File: src/rtl/epipolar_residual_unit_macros.svh
// Assertion macros for the epipolar residual unit.
// Each macro expects signals named clk and rst in the scope where it is used.
`ifndef EPIPOLAR_RESIDUAL_UNIT_MACROS_SVH
`define EPIPOLAR_RESIDUAL_UNIT_MACROS_SVH

// Same-cycle implication, sampled on the rising clock edge, off during reset.
`define ERU_ASSERT_IMPL(label, ante, cons) \
  label: assert property (@(posedge clk) disable iff (rst) (ante) |-> (cons)) \
    else $error("epipolar residual unit: assertion failed");

// Next-cycle implication, sampled on the rising clock edge, off during reset.
`define ERU_ASSERT_NEXT(label, ante, cons) \
  label: assert property (@(posedge clk) disable iff (rst) (ante) |=> (cons)) \
    else $error("epipolar residual unit: assertion failed");

`endif

File: src/rtl/eru_pkg.sv
// Shared widths, latencies, register indexes and types of the epipolar residual unit.
// Has no dependencies; every RTL module imports it.
`default_nettype none
package eru_pkg;

  localparam int COEF_W          = 32;
  localparam int COORD_W         = 18;
  localparam int COORD_FRAC_BITS = 4;
  localparam int RES_W           = 32;
  localparam int RES_FRAC        = 12;
  localparam int SQRT_FRAC       = 2 * RES_FRAC;
  localparam int CFG_DATA_W      = 64;
  localparam int CFG_INDEX_W     = 3;

  localparam int PROD_W   = COEF_W + COORD_W;
  localparam int AB_W     = PROD_W + 2;
  localparam int SQ_SPLIT = AB_W / 2;
  localparam int SQ_W     = 2 * AB_W;
  localparam int DA_W     = SQ_W + 1;
  localparam int DSUM_W   = DA_W + 1;
  localparam int E_W      = 72;
  localparam int E_SPLIT  = E_W / 3;
  localparam int E2_W     = 2 * E_W;
  localparam int NUM_W    = E2_W + SQRT_FRAC;
  localparam int DEN_W    = DSUM_W + 2 * COORD_FRAC_BITS;
  localparam int Q_W      = 64;
  localparam int ROOT_W   = Q_W / 2;

  localparam int FRONT_LAT = 7;
  localparam int DIV_LAT   = Q_W + 1;
  localparam int SQRT_LAT  = ROOT_W;
  localparam int SIDE_LAT  = DIV_LAT + SQRT_LAT;

  typedef logic [8:0][COEF_W-1:0] coef_set_t;

  typedef enum logic [CFG_INDEX_W-1:0] {
    CFG_PAIR_A = 3'd0,
    CFG_PAIR_B = 3'd1,
    CFG_PAIR_C = 3'd2,
    CFG_PAIR_D = 3'd3,
    CFG_LAST   = 3'd4,
    CFG_MODE   = 3'd5
  } cfg_index_t;

  typedef struct packed {
    logic valid;
    logic mode;
    logic deg;
  } side_t;

  typedef struct packed {
    logic              ovf_a;
    logic              ovf_b;
    logic              hi_nz;
    logic [RES_W-1:0]  lo;
  } post_t;

endpackage
`default_nettype wire

File: src/rtl/eru_sqrt.sv
// Pipelined integer square root: one result bit per stage, floor of the root.
// Depends on eru_pkg.
`default_nettype none
module eru_sqrt import eru_pkg::*; (
  input  logic              clk,
  input  logic              ce,
  input  logic [Q_W-1:0]    val,
  output logic [ROOT_W-1:0] root
);

  logic [Q_W-1:0] nv [SQRT_LAT];
  logic [Q_W-1:0] rv [SQRT_LAT+1];

  assign nv[0] = val;
  assign rv[0] = '0;

  for (genvar k = 1; k <= SQRT_LAT; k++) begin : g_stage
    localparam int BITPOS = Q_W - 2 * k;
    logic [Q_W:0] trial;
    logic         ge;
    assign trial = (Q_W+1)'(rv[k-1]) + ((Q_W+1)'(1) << BITPOS);
    assign ge    = (Q_W+1)'(nv[k-1]) >= trial;
    always_ff @(posedge clk) begin
      if (ce) begin
        rv[k] <= ge ? ((rv[k-1] >> 1) + (Q_W'(1) << BITPOS)) : (rv[k-1] >> 1);
      end
    end
    if (k < SQRT_LAT) begin : g_carry
      always_ff @(posedge clk) begin
        if (ce) begin
          nv[k] <= ge ? Q_W'((Q_W+1)'(nv[k-1]) - trial) : nv[k-1];
        end
      end
    end
  end

  assign root = rv[SQRT_LAT][ROOT_W-1:0];

endmodule
`default_nettype wire

File: config.mk
export PLATFORM = sky130hd
export DESIGN_NAME = eru_sqrt
export DESIGN_NICKNAME = d
export VERILOG_FILES = /design/src/rtl/epipolar_residual_unit_macros.svh /design/src/rtl/eru_pkg.sv /design/src/rtl/eru_sqrt.sv
export SDC_FILE = /design/constraint.sdc
export NUM_CORES = 2
export LEC_CHECK = 0
export BUFFER_PORTS_ARGS = -buffer_cell sky130_fd_sc_hd__buf_2
export CORE_MARGIN = 2
export CORE_UTILIZATION = 45
export DETAILED_ROUTE_END_ITERATION = 12
export MAX_ROUTING_LAYER = met4
export PLACE_DENSITY = 0.66
export SKIP_CTS_REPAIR_TIMING = 1
export SYNTH_ARGS = -nofsm -noshare
export SYNTH_HDL_FRONTEND = slang
export SYNTH_SLANG_ARGS = --single-unit
export TNS_END_PERCENT = 5
File: constraint.sdc
create_clock -name clk -period 3.5 [get_ports clk]
set_clock_uncertainty 0.05 [all_clocks]
set_input_delay 0.525 -clock clk [delete_from_list [all_inputs] [get_ports clk]]
set_output_delay 0.525 -clock clk [all_outputs]
set_load 0.01 [all_outputs]
Yosys cells after proc, flatten, opt, wreduce, memory -nomap -nowiden
Cells that the tools add are included.
- register bits after elaboration: 4000
- bits in latches: 0
- memory bits (writable): 0
- ROM bits: 0
- input port bits: 66
- output and inout port bits: 32
- memories: 0
- add/sub/neg operators: 93
- multipliers: 0
- div/mod/pow operators: 0
- order comparisons: 32
- equality and inequality tests: 0
- shifts and indexed selects: 0
- muxes and demuxes: 63
- bitwise logic cells: 0
- reduce and logical (&&, ||, !) cells: 0
- operators with widths (cell ; count):
    greater-or-equal comparator 64 x 65 -> 1 bit ; 31
    2-to-1 mux 64 bit ; 31
    2-to-1 mux 63 bit ; 31
    subtractor 64 bit ; 30
    adder 64 x 1 -> 65 bit, second input constant ; 1
    adder 64 x 11 -> 65 bit, second input constant ; 1
    adder 64 x 13 -> 65 bit, second input constant ; 1
    adder 64 x 15 -> 65 bit, second input constant ; 1
    adder 64 x 17 -> 65 bit, second input constant ; 1
    adder 64 x 19 -> 65 bit, second input constant ; 1
    adder 64 x 21 -> 65 bit, second input constant ; 1
    adder 64 x 23 -> 65 bit, second input constant ; 1
    adder 64 x 25 -> 65 bit, second input constant ; 1
    adder 64 x 27 -> 65 bit, second input constant ; 1
    adder 64 x 29 -> 65 bit, second input constant ; 1
    adder 64 x 3 -> 65 bit, second input constant ; 1
    adder 64 x 31 -> 65 bit, second input constant ; 1
    adder 64 x 33 -> 65 bit, second input constant ; 1
    adder 64 x 35 -> 65 bit, second input constant ; 1
    adder 64 x 37 -> 65 bit, second input constant ; 1
    adder 64 x 39 -> 65 bit, second input constant ; 1
    adder 64 x 41 -> 65 bit, second input constant ; 1
    adder 64 x 43 -> 65 bit, second input constant ; 1
    adder 64 x 45 -> 65 bit, second input constant ; 1
    45 further kinds ; 45

Depth between registers and ports, before layout
- depth in word-level cells: 3
- depth in mapped cells: 15

Worst setup path after synthesis
No wires, ideal clock.
- path kind: reg-to-reg
- start: register nv[682] (netlist name)
- end: register nv[613] (netlist name), data pin
- arrival: 3.184 ns
- data required time: 3.180 ns
- setup slack: -0.004 ns
- cell stages (with the launch flop): 13
- clock period less this slack: 3.504 ns
- cell sequence: edfxtp_1 > ha_1 > clkbuf_1 > a2111oi_0 > nand4_1 > or3_1 > a31oi_1 > o2111a_1 > nor2_1 > buf_1 > clkbuf_1 > nor2_1 > a21oi_1
- cells in the longest elaborated chain, start to end: 2
- ends and longest elaborated chain (element ; line ; RTL):
    from (decl) ; eru_sqrt.sv:11 ; logic [Q_W-1:0] nv [SQRT_LAT];
    from (signal, indexed assignment) ; eru_sqrt.sv:31 ; nv[k] <= ge ? Q_W'((Q_W+1)'(nv[k-1]) - trial) : nv[k-1];
    greater-or-equal comparator 64 x 65 -> 1 bit ; eru_sqrt.sv:22 ; assign ge = (Q_W+1)'(nv[k-1]) >= trial;
    2-to-1 mux 64 bit ; eru_sqrt.sv:31 ;
Every way passes these cells.
A chain may end at the register's enable or synchronous reset.

Worst setup path in the final report
- start: register nv[246] (netlist name)
- end: register nv[138] (netlist name), data pin
Same word-level chain as after synthesis.

==> metrics.md <==
| Metric | Value |
|---|---|
| Total Wirelength | 347 mm |
| Pins over their slew limit | 0 |
| GRT Util Overall | 0.253 |
| Top FF cell, synth | edfxtp_1 |
| Routed WL per cell | roughly 24 um |
| Drt pass-1 iters | 9 |
| Gp weighted congestion | 0.969 |
| Core ar. | 268000 um2 |
| Synth Area in Adders | 0.0576 |
| Syn Area/Cell | 12.5 um2 |
| Post-synth EDFFs | 2512 |
| Port bufs | 97 |
| Initial antenna violation count | 12 |
| Compound-Gate Fraction of Synth Area | 0.0936 |
| Crit Path Max Fanout | 7 |
| Mux contribution to synthesized area | 0.00942 |
| CP dominant cell by count | or3_4 |
| Lkg Pwr | 0.0555 uW |
| Layout cell share with drive strength beyond 1 | 0.171 |
| Register area share after synthesis | 0.623 |
| Vias in the first global route | 81600 |
| Simple-gate area share of the yosys netlist | 0.126 |
| Worst Slack Setup Final | -9.53 ps |
| CTS tree | built |
| Status | complete, but fails checks |
| Die W | 523 um |
| Largest net degree at the start of global routing | 150 |
| Design area | 145000 um2 |
| Chip Height | 523 um |
| CTS Buf Count | 278 |
| Syn_nets | 10323 |
| Total power | roughly 94000 uW |
| Vias | 82947 |
| Minimum clock period | about 3500 ps |
| CTS root buffer | clkbuf_16 |
| Clock latency on the worst-skew pair | between 900 and 1000 ps |
| Largest family of logic cells by synthesized area | simple AND/OR/NAND/NOR gates |
| H-tree depth | 5 |
| Final setup TNS | -9.53 ps |
| Pwr dens | roughly 650 nW/um2 |
| Max incr delay on CP | between 500 and 600 ps |
| Synth cell types | 98 |
| I/O pin total | between 90 and 100 |
| Max rail drop VDD | ~0.41 mV |
| Crit path cell chain | or4_4, or3_4, or4_4, or3_4, or3_4, buf_6, nor2_4, buf_12, clkbuf_16, a211oi_1, a21o_1 |
| Vias per inst | roughly 5.6 |
| Clock-pin slew on the worst setup and hold paths | ~70 ps |
| WP buf/inv | 3 |
| Total grt overflow | 0 |
| Max frequency | 0.285 GHz |
| Die ar. | 273000 um2 |
| Core Rows | 190 |
| Slew Limit Headroom | 0.359 |
| Syn-to-layout area delta | 19.4% |
| Most common cell after layout, fill and taps aside | edfxtp_1 |
| Placed inst area | 133000 um2 |
| DRC errors left | 0 |
| Failing checks | negative setup slack |
| First-pass GRT wire length | 507 mm |
| Initial DRC count | 6965 |
| Class of the worst hold path | in2reg |
| Worst EP required | 4100 ps |
| Worst Tran Pin Value | 954 ps |
| Critical path class | reg2reg |
| CTS sink count | 2512 |
| DP HPWL | 265 mm |
| Setup violators final | 1 |
| RSZ-0062 raised after global routing | yes |
| Final period util | 1.00 |
| Xor and xnor area share after synthesis | 0.0631 |
| Slowest CP cell | or4_4 |
| Hold Slack | 64.8 ps |
| Hold Vio Cnt, Final | 0 |
| Post-DRT Antenna Nets | 0 |
| Ys async rst share | 0 |
| Synthesized flop and latch total | 2512 |
| Fin nets | 11565 |
| Synthesis Warnings | 0 |
| Most frequent cells in the layout | edfxtp_1 (2512), buf_4 (937), nor2_1 (698) |
| Cells after Synth | 9699 |
| Family with the most delay on the worst path | simple AND/OR/NAND/NOR gates |
| Startpoint types | register |
| Maxcap violations | 0 |
| Post-synthesis cell area | 121000 um2 |
| Arrival time worst endpoint | 4110 ps |
| Setup crit end kind | register |
| Maximum root-to-sink buffer count | 4 |
| Initial core utilization | 0.452 |
| Dpl ws | -655 ps |
-- cell usage after synthesis (20+ instances only) --
master,n,share of area
nand3b_1,32,0.0020
nand4b_1,22,0.0016
nand4_1,194,0.010
a2111oi_0,21,0.0015
mux2_2,91,0.0085
o21ai_0,369,0.015
a21o_1,199,0.012
o211ai_1,43,0.0027
nand2b_1,104,0.0054
nor4b_1,48,0.0035
o31ai_1,45,0.0028
nand2_1,568,0.018
a21boi_0,20,0.0012
nand3_1,145,0.0060
inv_1,681,0.021
o21bai_1,47,0.0029
or4_1,79,0.0049
xor2_1,417,0.030
o21ai_1,26,0.0011
nor2_1,712,0.022
and4_1,26,0.0019
nor3_1,262,0.011
and3_1,51,0.0026
a211o_1,22,0.0016
edfxtp_1,2512,0.62
nor2b_1,66,0.0034
a31oi_1,37,0.0019
nor4_1,337,0.017
o21a_1,103,0.0064
or2_2,47,0.0024
nor3b_1,27,0.0017
o31a_1,21,0.0015
clkbuf_1,172,0.0053
ha_1,558,0.058
a21oi_1,695,0.029
a211oi_1,46,0.0029
and2_1,29,0.0015
or3_1,114,0.0059
xnor2_1,456,0.033
-- worst paths after layout --
kind / from / endpoint / slack [ps] / cells past startpoint
setup / recovery: nv[246] / nv[138] / -10 / 11
hold / removal: ce / nv[1417] / 60 / 1
setup reg to reg: nv[246] / nv[138] / -10 / 11
hold reg to reg: nv[1119] / nv[1055] / 390 / 0
-- power by group --
group          internal, uW  switching (uW)  leakage (uW)
sequential            38200            3410        0.0242
combinational         10300           13000        0.0270
clock                 17200           12200       0.00439
-- layer usage --
metal	routed length [um]	track usage	vias to the layer above
met5	0	-	-
met4	19200	0.125	0
met3	16900	0.0323	680
met2	173000	0.429	2452
met1	137000	0.297	40831
li1	-	-	38984
-- flip-flops by register name, indices dropped and copies added, names as in the netlist --
name and count:
nv 1984, root 32, rv 496
-- worst reg2reg max path, delay by kind of cell, from the launching register on --
family          cells  cell delay (ps)
simple gates        6             2140
compound gates      2              270
buf+inv             3              450
flops               1              390
-- final cells by class --
type                    instances  area (um2)
fillers                     22178      123000
inverters                     687        2590
flip-flops and latches       2512       75400
clock inverters               157        1730
repair buffers               1165        9390
well taps                    3552        4440
multi-input cells            6297       43800
clock buffers                 341        7340
diodes                          3        7.51
-- cells by family after synthesis --
family / Yosys count
AOI/OAI and AO/OA: 1837
xor gates and xnor gates: 873
adders and majority gates: 558
buffers and inverters: 893
DFF: 2512
muxes: 102
and+or+nand+nor: 2924
-- metrics by stage --
step           utilization  cells
2_1_floorplan            -   9699
3_3_place_gp         0.497  14110
3_5_place_dp         0.497  14110
4_1_cts              0.531  14608
5_1_grt              0.540  14713
6_report             0.540  14714
No activity file was read; power rests on OpenSTA's default activity.
